--- src/rtl/llpc_pkg.sv ---
package llpc_pkg;

  // Field and datapath widths.
  localparam int unsigned SAMPLE_BITS = 12;
  localparam int unsigned COEF_BITS = 16;
  localparam int unsigned POS_BITS = 12;
  localparam int unsigned OFFSET_BITS = 13;
  localparam int unsigned DATA_BITS = 32;
  localparam int unsigned ERR_BITS = ((SAMPLE_BITS > POS_BITS) ? SAMPLE_BITS : POS_BITS) + 1;
  localparam int unsigned CFG_IDX_BITS = 3;
  localparam int unsigned CFG_DATA_BITS = (COEF_BITS > OFFSET_BITS) ? COEF_BITS : OFFSET_BITS;

  // Fixed-point shifts and limits.
  localparam int unsigned ERR_SHIFT = 7;
  localparam int unsigned LAG_ERR_SHIFT = 10;
  localparam int unsigned LAG_FB_SHIFT = 11;
  localparam int DRIVE_MAX = 4095;
  localparam logic [POS_BITS-1:0] TARGET_RESET = POS_BITS'(2048);

  // Only the setpoint bits that a sample can carry take part in the error.
  localparam logic [POS_BITS-1:0] TARGET_MASK =
    (SAMPLE_BITS >= POS_BITS) ? {POS_BITS{1'b1}} : POS_BITS'((1 << SAMPLE_BITS) - 1);

  // Register indexes of the configuration port.
  typedef enum logic [CFG_IDX_BITS-1:0] {
    REG_TARGET      = 3'd0,
    REG_OFFSET      = 3'd1,
    REG_BASE        = 3'd2,
    REG_K_SCALE     = 3'd3,
    REG_K_LAG_ERR   = 3'd4,
    REG_K_LAG_FB    = 3'd5,
    REG_K_DIRECT    = 3'd6
  } cfg_idx_e;

  // Current register contents as seen by the datapath.
  typedef struct packed {
    logic [POS_BITS-1:0]           target;
    logic signed [OFFSET_BITS-1:0] offset;
    logic [POS_BITS-1:0]           base;
    logic signed [COEF_BITS-1:0]   k_scale;
    logic signed [COEF_BITS-1:0]   k_lag_err;
    logic signed [COEF_BITS-1:0]   k_lag_fb;
    logic signed [COEF_BITS-1:0]   k_direct;
  } cfg_t;

  // Sequencer states; one product is issued in each multiply state.
  typedef enum logic [2:0] {
    S_IDLE,
    S_SCALE,
    S_LAG_ERR,
    S_LAG_FB,
    S_DIRECT,
    S_SUM,
    S_OUT
  } ctrl_state_e;

endpackage

--- src/rtl/llpc_cfg.sv ---
module llpc_cfg (
  input  logic                                clk_i,
  input  logic                                rst_ni,
  input  logic                                cfg_valid_i,
  output logic                                cfg_ready_o,
  input  logic [llpc_pkg::CFG_IDX_BITS-1:0]   cfg_index_i,
  input  logic [llpc_pkg::CFG_DATA_BITS-1:0]  cfg_data_i,
  output llpc_pkg::cfg_t                      cfg_o
);

  llpc_pkg::cfg_t cfg_q;

  // Writes are always taken; an index beyond the list is dropped.
  assign cfg_ready_o = 1'b1;
  assign cfg_o = cfg_q;

  // Register file.
  always_ff @(posedge clk_i or negedge rst_ni) begin
    if (!rst_ni) begin
      cfg_q.target    <= llpc_pkg::TARGET_RESET;
      cfg_q.offset    <= '0;
      cfg_q.base      <= '0;
      cfg_q.k_scale   <= '0;
      cfg_q.k_lag_err <= '0;
      cfg_q.k_lag_fb  <= '0;
      cfg_q.k_direct  <= '0;
    end else if (cfg_valid_i) begin
      case (cfg_index_i)
        llpc_pkg::REG_TARGET:    cfg_q.target    <= cfg_data_i[llpc_pkg::POS_BITS-1:0];
        llpc_pkg::REG_OFFSET:    cfg_q.offset    <= signed'(cfg_data_i[llpc_pkg::OFFSET_BITS-1:0]);
        llpc_pkg::REG_BASE:      cfg_q.base      <= cfg_data_i[llpc_pkg::POS_BITS-1:0];
        llpc_pkg::REG_K_SCALE:   cfg_q.k_scale   <= signed'(cfg_data_i[llpc_pkg::COEF_BITS-1:0]);
        llpc_pkg::REG_K_LAG_ERR: cfg_q.k_lag_err <= signed'(cfg_data_i[llpc_pkg::COEF_BITS-1:0]);
        llpc_pkg::REG_K_LAG_FB:  cfg_q.k_lag_fb  <= signed'(cfg_data_i[llpc_pkg::COEF_BITS-1:0]);
        llpc_pkg::REG_K_DIRECT:  cfg_q.k_direct  <= signed'(cfg_data_i[llpc_pkg::COEF_BITS-1:0]);
        default: begin
        end
      endcase
    end
  end

endmodule

--- src/rtl/llpc_mul.sv ---
module llpc_mul (
  input  logic                                 clk_i,
  input  logic signed [llpc_pkg::DATA_BITS-1:0] a_i,
  input  logic signed [llpc_pkg::COEF_BITS-1:0] b_i,
  output logic signed [llpc_pkg::DATA_BITS-1:0] p_o
);

  logic signed [llpc_pkg::DATA_BITS+llpc_pkg::COEF_BITS-1:0] full;
  logic signed [llpc_pkg::DATA_BITS-1:0] p_q;

  // Signed product; only the low word is kept, so results wrap as 32-bit values.
  assign full = a_i * b_i;

  // Product register, loaded every cycle.
  always_ff @(posedge clk_i) begin
    p_q <= full[llpc_pkg::DATA_BITS-1:0];
  end

  assign p_o = p_q;

endmodule

--- src/rtl/lead_lag_position_controller_top.sv ---
// Lead-lag position controller.
// Input channel: in_valid_i/in_ready_o with one position sample per transaction.
// Output channel: out_valid_o/out_ready_i with the clamped drive code and the
// reference code (the base level) of that sample, one result per input.
// Configuration channel: cfg_valid_i/cfg_ready_o with a register index and data;
// cfg_ready_o is always high, and a write to an unused index is dropped.
// Configuration is to be written only while no sample is in flight.
// Between acceptance and a loaded result register, the four products of the
// control law go one after another through a single shared 32 x 16 multiplier,
// then one step adds them up and one step clamps and loads the result. A new
// sample is accepted only in the idle step, so the block takes no new sample
// before the last one has gone through all of these steps.
// The result register holds its transaction while the receiver stalls; the
// next sample can be accepted meanwhile, and the sequencer waits in its last
// step until the held result has been taken.
// Reset returns the setpoint to 2048, clears the other registers and clears the
// stored scaled error and lag term.
module lead_lag_position_controller_top (
  input  logic                                clk_i,
  input  logic                                rst_ni,
  input  logic                                in_valid_i,
  output logic                                in_ready_o,
  input  logic [llpc_pkg::SAMPLE_BITS-1:0]    position_sample_i,
  output logic                                out_valid_o,
  input  logic                                out_ready_i,
  output logic [llpc_pkg::POS_BITS-1:0]       drive_code_o,
  output logic [llpc_pkg::POS_BITS-1:0]       reference_code_o,
  input  logic                                cfg_valid_i,
  output logic                                cfg_ready_o,
  input  logic [llpc_pkg::CFG_IDX_BITS-1:0]   cfg_index_i,
  input  logic [llpc_pkg::CFG_DATA_BITS-1:0]  cfg_data_i
);

  localparam int unsigned DW = llpc_pkg::DATA_BITS;
  localparam int unsigned EW = llpc_pkg::ERR_BITS;
  localparam int unsigned OBW = llpc_pkg::OFFSET_BITS + 1;

  llpc_pkg::cfg_t cfg;
  llpc_pkg::ctrl_state_e state_q, state_d;

  logic [llpc_pkg::SAMPLE_BITS-1:0] sample_q;
  logic signed [DW-1:0] e_q, lag_q, acc_q, prev_e_q, prev_lag_q;
  logic [llpc_pkg::POS_BITS-1:0] drive_q, ref_q;
  logic out_valid_q;

  logic signed [DW-1:0] mul_a, prod;
  logic signed [llpc_pkg::COEF_BITS-1:0] mul_b;
  logic [EW-2:0] sample_ext, target_ext;
  logic signed [EW-1:0] err;
  logic signed [OBW-1:0] off_base;
  logic signed [DW-1:0] sum_w;
  logic [llpc_pkg::POS_BITS-1:0] drive_w;
  logic out_free, out_load;

  // Configuration registers.
  llpc_cfg u_cfg (
    .clk_i       (clk_i),
    .rst_ni      (rst_ni),
    .cfg_valid_i (cfg_valid_i),
    .cfg_ready_o (cfg_ready_o),
    .cfg_index_i (cfg_index_i),
    .cfg_data_i  (cfg_data_i),
    .cfg_o       (cfg)
  );

  // Shared multiplier.
  llpc_mul u_mul (
    .clk_i (clk_i),
    .a_i   (mul_a),
    .b_i   (mul_b),
    .p_o   (prod)
  );

  // Position error, measurement minus setpoint.
  assign sample_ext = (EW-1)'(sample_q);
  assign target_ext = (EW-1)'(cfg.target & llpc_pkg::TARGET_MASK);
  assign err = signed'({1'b0, sample_ext}) - signed'({1'b0, target_ext});

  // Offset plus base level, exact in a narrow word.
  assign off_base = OBW'(cfg.offset) + signed'(OBW'(cfg.base));
  assign sum_w = acc_q + DW'(off_base);

  // Clamp the wrapped sum to the code range.
  always_comb begin
    if (sum_w[DW-1]) begin
      drive_w = '0;
    end else if (sum_w > DW'(llpc_pkg::DRIVE_MAX)) begin
      drive_w = llpc_pkg::POS_BITS'(llpc_pkg::DRIVE_MAX);
    end else begin
      drive_w = sum_w[llpc_pkg::POS_BITS-1:0];
    end
  end

  assign out_free = !out_valid_q || out_ready_i;

  // Next state.
  always_comb begin
    state_d = state_q;
    case (state_q)
      llpc_pkg::S_IDLE:    if (in_valid_i) state_d = llpc_pkg::S_SCALE;
      llpc_pkg::S_SCALE:   state_d = llpc_pkg::S_LAG_ERR;
      llpc_pkg::S_LAG_ERR: state_d = llpc_pkg::S_LAG_FB;
      llpc_pkg::S_LAG_FB:  state_d = llpc_pkg::S_DIRECT;
      llpc_pkg::S_DIRECT:  state_d = llpc_pkg::S_SUM;
      llpc_pkg::S_SUM:     state_d = llpc_pkg::S_OUT;
      llpc_pkg::S_OUT:     if (out_free) state_d = llpc_pkg::S_IDLE;
      default:             state_d = llpc_pkg::S_IDLE;
    endcase
  end

  // Sequencer outputs: handshake, multiplier operands and result load.
  always_comb begin
    in_ready_o = 1'b0;
    out_load = 1'b0;
    mul_a = '0;
    mul_b = '0;
    case (state_q)
      llpc_pkg::S_IDLE: in_ready_o = 1'b1;
      llpc_pkg::S_SCALE: begin
        mul_a = DW'(err);
        mul_b = cfg.k_scale;
      end
      llpc_pkg::S_LAG_ERR: begin
        mul_a = prev_e_q;
        mul_b = cfg.k_lag_err;
      end
      llpc_pkg::S_LAG_FB: begin
        mul_a = prev_lag_q;
        mul_b = cfg.k_lag_fb;
      end
      llpc_pkg::S_DIRECT: begin
        mul_a = e_q;
        mul_b = cfg.k_direct;
      end
      llpc_pkg::S_OUT: out_load = out_free;
      default: begin
      end
    endcase
  end

  // State and control registers.
  always_ff @(posedge clk_i or negedge rst_ni) begin
    if (!rst_ni) begin
      state_q <= llpc_pkg::S_IDLE;
      out_valid_q <= 1'b0;
      prev_e_q <= '0;
      prev_lag_q <= '0;
    end else begin
      state_q <= state_d;
      if (out_load) begin
        out_valid_q <= 1'b1;
      end else if (out_ready_i) begin
        out_valid_q <= 1'b0;
      end
      if (state_q == llpc_pkg::S_SUM) begin
        prev_e_q <= e_q;
        prev_lag_q <= lag_q;
      end
    end
  end

  // Datapath registers; each product is taken in the state after the one that issues it.
  always_ff @(posedge clk_i) begin
    if (in_valid_i && in_ready_o) begin
      sample_q <= position_sample_i;
    end
    case (state_q)
      llpc_pkg::S_LAG_ERR: e_q <= prod >>> llpc_pkg::ERR_SHIFT;
      llpc_pkg::S_LAG_FB:  lag_q <= prod >>> llpc_pkg::LAG_ERR_SHIFT;
      llpc_pkg::S_DIRECT:  lag_q <= lag_q + (prod >>> llpc_pkg::LAG_FB_SHIFT);
      llpc_pkg::S_SUM:     acc_q <= prod + lag_q;
      default: begin
      end
    endcase
    if (out_load) begin
      drive_q <= drive_w;
      ref_q <= cfg.base;
    end
  end

  assign out_valid_o = out_valid_q;
  assign drive_code_o = drive_q;
  assign reference_code_o = ref_q;

  // An accepted sample starts the multiply sequence.
  a_start: assert property (@(posedge clk_i) disable iff (!rst_ni)
    (in_valid_i && in_ready_o) |=> (state_q == llpc_pkg::S_SCALE))
    else $error("accepted sample did not start the sequence");

  // A result only appears from the final sequencer step.
  a_result_src: assert property (@(posedge clk_i) disable iff (!rst_ni)
    $rose(out_valid_o) |-> ($past(state_q) == llpc_pkg::S_OUT))
    else $error("result appeared outside the final step");

  // A negative sum saturates the drive to zero.
  a_clamp_low: assert property (@(posedge clk_i) disable iff (!rst_ni)
    (out_load && sum_w[DW-1]) |=> (drive_code_o == '0))
    else $error("negative sum not clamped to zero");

endmodule

--- config.mk ---
export PLATFORM = sky130hd
export DESIGN_NAME = lead_lag_position_controller_top
export DESIGN_NICKNAME = d
export VERILOG_FILES = /design/src/rtl/llpc_pkg.sv /design/src/rtl/llpc_cfg.sv /design/src/rtl/llpc_mul.sv /design/src/rtl/lead_lag_position_controller_top.sv
export SDC_FILE = /design/constraint.sdc
export NUM_CORES = 2
export LEC_CHECK = 0
export BUFFER_PORTS_ARGS = -buffer_cell sky130_fd_sc_hd__buf_2
export CAP_MARGIN = 10
export CORE_ASPECT_RATIO = 2
export CORE_MARGIN = 3
export CORE_UTILIZATION = 30
export DETAILED_ROUTE_END_ITERATION = 16
export GPL_TIMING_DRIVEN = 0
export PLACE_DENSITY = 0.52
export RECOVER_POWER = 25
export SLEW_MARGIN = 20
export SYNTH_ARGS = -nofsm -noshare
export SYNTH_HDL_FRONTEND = slang
export SYNTH_HIERARCHICAL = 1
export SYNTH_SLANG_ARGS = --single-unit
--- constraint.sdc ---
create_clock -name clk_i -period 11.4 [get_ports clk_i]
set_clock_uncertainty 0.05 [all_clocks]
set_input_delay 2.28 -clock clk_i [delete_from_list [all_inputs] [get_ports clk_i]]
set_output_delay 2.28 -clock clk_i [all_outputs]
set_load 0.005 [all_outputs]
* Word level (Yosys, flattened, before mapping)
Cells that the tools add are included.
** Storage, ports and cells
- Register bits :: 319
- Output and inout bits :: 27
** Operators by class
- $add $sub $neg :: 5
- $mul :: 1
- Magnitude comparators :: 1
- Equality and inequality tests :: 14
- Muxes and demuxes :: 11
- Reductions and logical operators :: 15
** Operator list (count)
- 32-bit case mux with 4 select lines :: 1
- 16-bit case mux with 4 select lines :: 1
- 32-bit case mux with 2 select lines :: 1
- 32-bit by 14-bit adder with 32-bit output :: 1
- 32-bit by 21-bit adder with 32-bit output :: 1
- 32-bit adder :: 1
- 32-bit by 13-bit > comparator with 1-bit output (second input constant) :: 1
- 32-bit by 16-bit multiplier with 32-bit output :: 1
- 3-bit case mux with 7 select lines :: 1
- 3-bit equality test (second input constant) :: 6
- 2-bit AND reduction :: 8
- 13-bit by 13-bit adder with 14-bit output :: 1
- 12-bit by 12-bit subtractor with 13-bit output :: 1
- 3-bit by 2-bit equality test with 1-bit output (second input constant) :: 4
- 12-bit two-way mux :: 1
- 3-bit by 1-bit equality test with 1-bit output (second input constant) :: 2
- 3-bit zero test :: 2
- 3-bit two-way mux :: 2
- 1-bit two-way mux :: 4
- 2-bit != test (second input constant) :: 2
- 2-bit nonzero test :: 2
- 1-bit logical AND :: 1
- 1-bit zero test :: 1
- 1-bit logical OR :: 1

* Depth between registers and ports, before layout
- Word-level depth :: 4
- Mapped depth :: 36

* Modules after synthesis
The synthesis kept the hierarchy.
** Modules (own cells, without submodules)
- lead_lag_position_controller_top :: instances 1, cells each 1296, area each 13462.9 um^2, sequential area each 5280.1 um^2
- llpc_mul :: instances 1, cells each 1434, area each 12748.5 um^2, sequential area each 640.6 um^2
- llpc_cfg :: instances 1, cells each 222, area each 4092.7 um^2, sequential area each 2528.7 um^2

* Worst setup path before layout
OpenSTA, ideal clock, no wires.
- Kind :: register to register
- From :: reg sample_q (netlist bit sample_ext[0])
- To :: reg u_mul.p_q (netlist bit u_mul/p_o[31])
- Data arrival time :: 7.615 ns
- Required time :: 11.230 ns
- Path slack :: 3.615 ns
- Cell stages (with the launch flop) :: 33
- Path buffers :: 1
- Clock period less this slack :: 7.785 ns
- Cells stage by stage :: edfxtp_1 inv_1 ha_1 inv_1 fa_1 a21o_1 a21oi_1 o21ai_0 a21oi_1 o21bai_1 a211o_1 a21oi_1 xor2_1 o221ai_1 clkbuf_1 nand2_1 fa_1 inv_1 fa_1 fa_1 fa_1 fa_1 inv_1 fa_1 inv_1 ha_1 o21a_1 o21ai_0 a211oi_1 a21boi_1 or3_4 a41oi_2 xnor2_1
** Between the ends
- Word-level cells in the longest chain between the ends :: 3
** Ends and longest elaborated chain
- start, declared :: line lead_lag_position_controller_top.sv:41 : logic [llpc_pkg::SAMPLE_BITS-1:0] sample_q;
- start signal, assigned :: line lead_lag_position_controller_top.sv:165 : sample_q <= position_sample_i;
- 12-bit by 12-bit subtractor with 13-bit output :: line lead_lag_position_controller_top.sv:77 : assign err = signed'({1'b0, sample_ext}) - signed'({1'b0, target_ext});
- 32-bit case mux with 4 select lines :: line lead_lag_position_controller_top.sv:117 : case (state_q)
- net mul_a[10] :: line lead_lag_position_controller_top.sv:46 : logic signed [DW-1:0] mul_a, prod;
- 32-bit by 16-bit multiplier with 32-bit output :: line llpc_mul.sv:12 : assign full = a_i * b_i;
- net u_mul.full (one bit) :: line llpc_mul.sv:8 : logic signed [llpc_pkg::DATA_BITS+llpc_pkg::COEF_BITS-1:0] full;
- end signal, assigned :: line llpc_mul.sv:16 : p_q <= full[llpc_pkg::DATA_BITS-1:0];
- end, declared :: line llpc_mul.sv:9 : logic signed [llpc_pkg::DATA_BITS-1:0] p_q;
The timed path passes the listed nets, and every way through them passes these cells.
A chain may end at the register's enable or synchronous reset.

* Worst setup path in the final report
- From :: reg state_q[2]
- To :: reg u_mul.p_q (netlist bit u_mul/p_o[31])
** Between the ends
- Word-level cells in the longest chain between the ends :: 3
** Ends and longest elaborated chain
- start, declared :: line lead_lag_position_controller_top.sv:39 : llpc_pkg::ctrl_state_e state_q, state_d;
- start signal, assigned :: line lead_lag_position_controller_top.sv:144 : state_q <= llpc_pkg::S_IDLE;
- start signal, assigned :: line lead_lag_position_controller_top.sv:149 : state_q <= state_d;
- 3-bit equality test (tied with other cells) :: line lead_lag_position_controller_top.sv:117
- 16-bit case mux with 4 select lines * :: line lead_lag_position_controller_top.sv:117
- net mul_b (one bit) :: line lead_lag_position_controller_top.sv:47 : logic signed [llpc_pkg::COEF_BITS-1:0] mul_b;
- 32-bit by 16-bit multiplier with 32-bit output * :: line llpc_mul.sv:12
- net u_mul.full (one bit) :: line llpc_mul.sv:8
The timed path passes the listed nets; every way through them passes the cells marked *.

==> out/qor.csv <==
metric,value,unit
status,finished with violations,
failing checks,"max-capacitance violations, max-slew violations",
largest family of logic cells by synthesized area,adder cells,
Tcrit/Tclk final,91.7,%
CP Launch Type,flip-flop,
Hold Path Origin,u_cfg/cfg_o[65],
Via density,5.00,
"slowest stage delay, CP",0.92,ns
RePlAce Congestion,0.913,
Final ANT Viol Nets,0,
Synth Warn #,6,
hold buffers post-CTS,0,
worst r2r src,state_q[2],
Setup crit start,state_q[2],
critical path's most frequent cell,fa_1,
CTS Buffer Depth,3,
sum of negative setup slack,0,ns
Final setup viols,0,
cells after synthesis,2952,
Initial Utilization,30.3,%
CP max-delay cell,o21ai_0,
share of cells above drive strength 1,11.0,%
IO Port Bufs,58,
flop and latch count out of synthesis,319,
CTS Buf Count,28,
Post-DP Area,32400,µm²
number of top-level pins,63,
initial antenna violation count,0,
HP Class,flip-flop to flip-flop,
HPWL after detailed placement,81900,µm
die area,105000,µm²
proportion of synthesized area in mux cells,7.23,%
Placement Rows,164,
Die Wd,231,µm
routed len/inst,22.4,µm
area delta synth->final,10.1,%
Yosys top cell area share,21.1,%
Synth async-reset ratio,50.8,%
CTS H-tree lvls,1,
Synth Area in Compound Gates,11.1,%
post-synthesis sequential area ratio,27.9,%
fmax,95.6,MHz
unrepaired setup endpoints after global routing,no,
clock root buffer,clkbuf_16,
ant diodes,0,
CTS tree,done,
first-pass GRT wire length,146000,µm
vias in the first global route,23800,
max_cap viols,1,
CP Class,flip-flop to flip-flop,
routed vias,22000,
"Max FO, Critical Path",10,
CTS sink count,319,
Final nets,3616,
GRT overflow,0,
Post-CTS Resized,0,
final hold vios,0,
"top cells by area, synth","fa_1 21%, dfrtp_1 13%, edfxtp_1 12%",
Critical Path Sink Type,flip-flop,
actual slew at the worst max-slew pin,4.14,ns
ys flop type,dfrtp_1,
"commonest cells after routing, fill and taps aside","433 x inv_1, 320 x fa_1, 312 x nand2_1, 215 x ha_1, 203 x and2_1",
Syn Nets,3523,
"EDFF count, synth",125,
CP required,11.81,ns
largest net degree at the start of global routing,90,
"commonest non-fill, non-tap cell in the layout",inv_1,
total core area,100000,µm²
pre-CTS setup slack,1.08,ns
"Clk Latency, worst-skew pair",0.59,ns
cell area after layout,33400,µm²
mean area per synthesized cell,10.3,µm²
postcts setup bufs,0,
Adder-Cell Fraction of Synth Area,30.0,%
mapped cell area,30300,µm²
post-synthesis cell type count,103,
setup ws final,0.941,ns
area share of and/or/nand/nor cells after synthesis,13.0,%
DR iter-0 viols,1108,
post-synthesis xor/xnor area fraction,3.61,%
Die Y,455,µm
DRC viols,0,
# fillers,10400,
Worst-path clk slew,0.08,ns
Rel. slew slack,-176,%
overall routing resource usage,18.6,%
DR pass1 iterations,7,
cell taking the most area after synthesis,fa_1,
Final min period,10.46,ns
CP arrival,10.86,ns
max-slew violation count,74,
drt total wl,98500,µm
-- metal layers --
layer | track usage, % | vias to the layer above | part of all wire, %
met5 | 0 | - | 0
met4 | 14.9 | 0 | 9.8
met3 | 1.30 | 288 | 2.4
met2 | 37.2 | 522 | 56
met1 | 16.6 | 11100 | 31
li1 | - | 10000 | -
-- sequential cells by signal (all words and copies together), names as in the netlist --
register and flops:
u_cfg/cfg_o 101, acc_q 32, lag_q 32, prev_lag_q 32, u_mul/p_o 32, e_q 25, prev_e_q 25, drive_code_o 12
reference_code_o 12, sample_ext 12, state_q 3, out_valid_o 1
-- final timing paths --
path                       slack (ns)  cells past startpoint                  end
min                              0.44                      0  reference_code_o[1]
min in group asynchronous        3.06                      1      u_cfg/cfg_o[23]
min reg2reg                      0.44                      0  reference_code_o[1]
max in group asynchronous        5.89                      1          prev_e_q[3]
max reg2reg                      0.94                     27        u_mul/p_o[31]
max                              0.94                     27        u_mul/p_o[31]
-- kinds of logic after synthesis --
| kind of cell | Yosys count |
|---|---|
| flops | 319 |
| mux | 184 |
| other cells | 1 |
| buf+inv | 550 |
| compound gates | 469 |
| fa+ha+maj | 535 |
| xor+xnor | 125 |
| simple gates | 769 |
-- final cells by class --
class	count	area, µm²	share of cell area [%]
Buffer	115	538	1.61
Clock buffer	32	747	2.24
Timing Repair Buffer	63	354	1.06
Multi-Input combinational cell	2083	19700	59.0
Inverter	435	1650	4.94
Sequential cell	319	8450	25.3
Clock inverter	20	265	0.795
Tap cell	1328	1660	4.98
-- synthesized netlist by cell type, types with 10 or more instances --
cell      count
a21oi_2      10
ha_1        215
a22o_1       19
nor2_1       75
and2_1      203
clkbuf_1     82
o21bai_1     16
o21ai_0      65
mux2_4       40
mux2_2      116
buf_1        13
nor3_1       29
a221o_1      23
o31ai_1      11
edfxtp_1    125
o21a_1       16
o21ai_1      16
mux2i_1      24
and3_1       12
nand3_1      36
dfrtp_1     161
xor2_1       48
nand2_1     312
nand2b_1     24
nor2b_1      17
a21o_1       48
inv_1       434
o211ai_1     23
a21oi_1      97
xnor2_1      77
nand4_1      12
fa_1        320
a211oi_1     23
dfxtp_1      32
-- per-stage QoR --
| stage | utilization [%] | cells | hold WS [ns] |
|---|---|---|---|
| finish | 33.3 | 4395 | 0.438 |
| global route | 33.3 | 4395 | 0.463 |
| CTS | 33.3 | 4395 | 0.447 |
| detailed placement | 32.3 | 4343 | 0.428 |
| global placement | 32.2 | 4338 | 0.433 |
| floorplan | - | 2952 | 0.362 |
-- worst max-delay path: cells and delay by family (launching register included) --
kind                       cells  cell delay (ns)
adders and majority gates      7             3.28
DFF                            1             0.33
xor gates and xnor gates       1             0.09
and+or+nand+nor                3             1.32
buffers and inverters          9             3.00
AOI/OAI and AO/OA              7             2.18
Power is left out: the tool's default activity adds up to more than one toggle a clock period on the data nets, which glitch-free logic cannot reach.
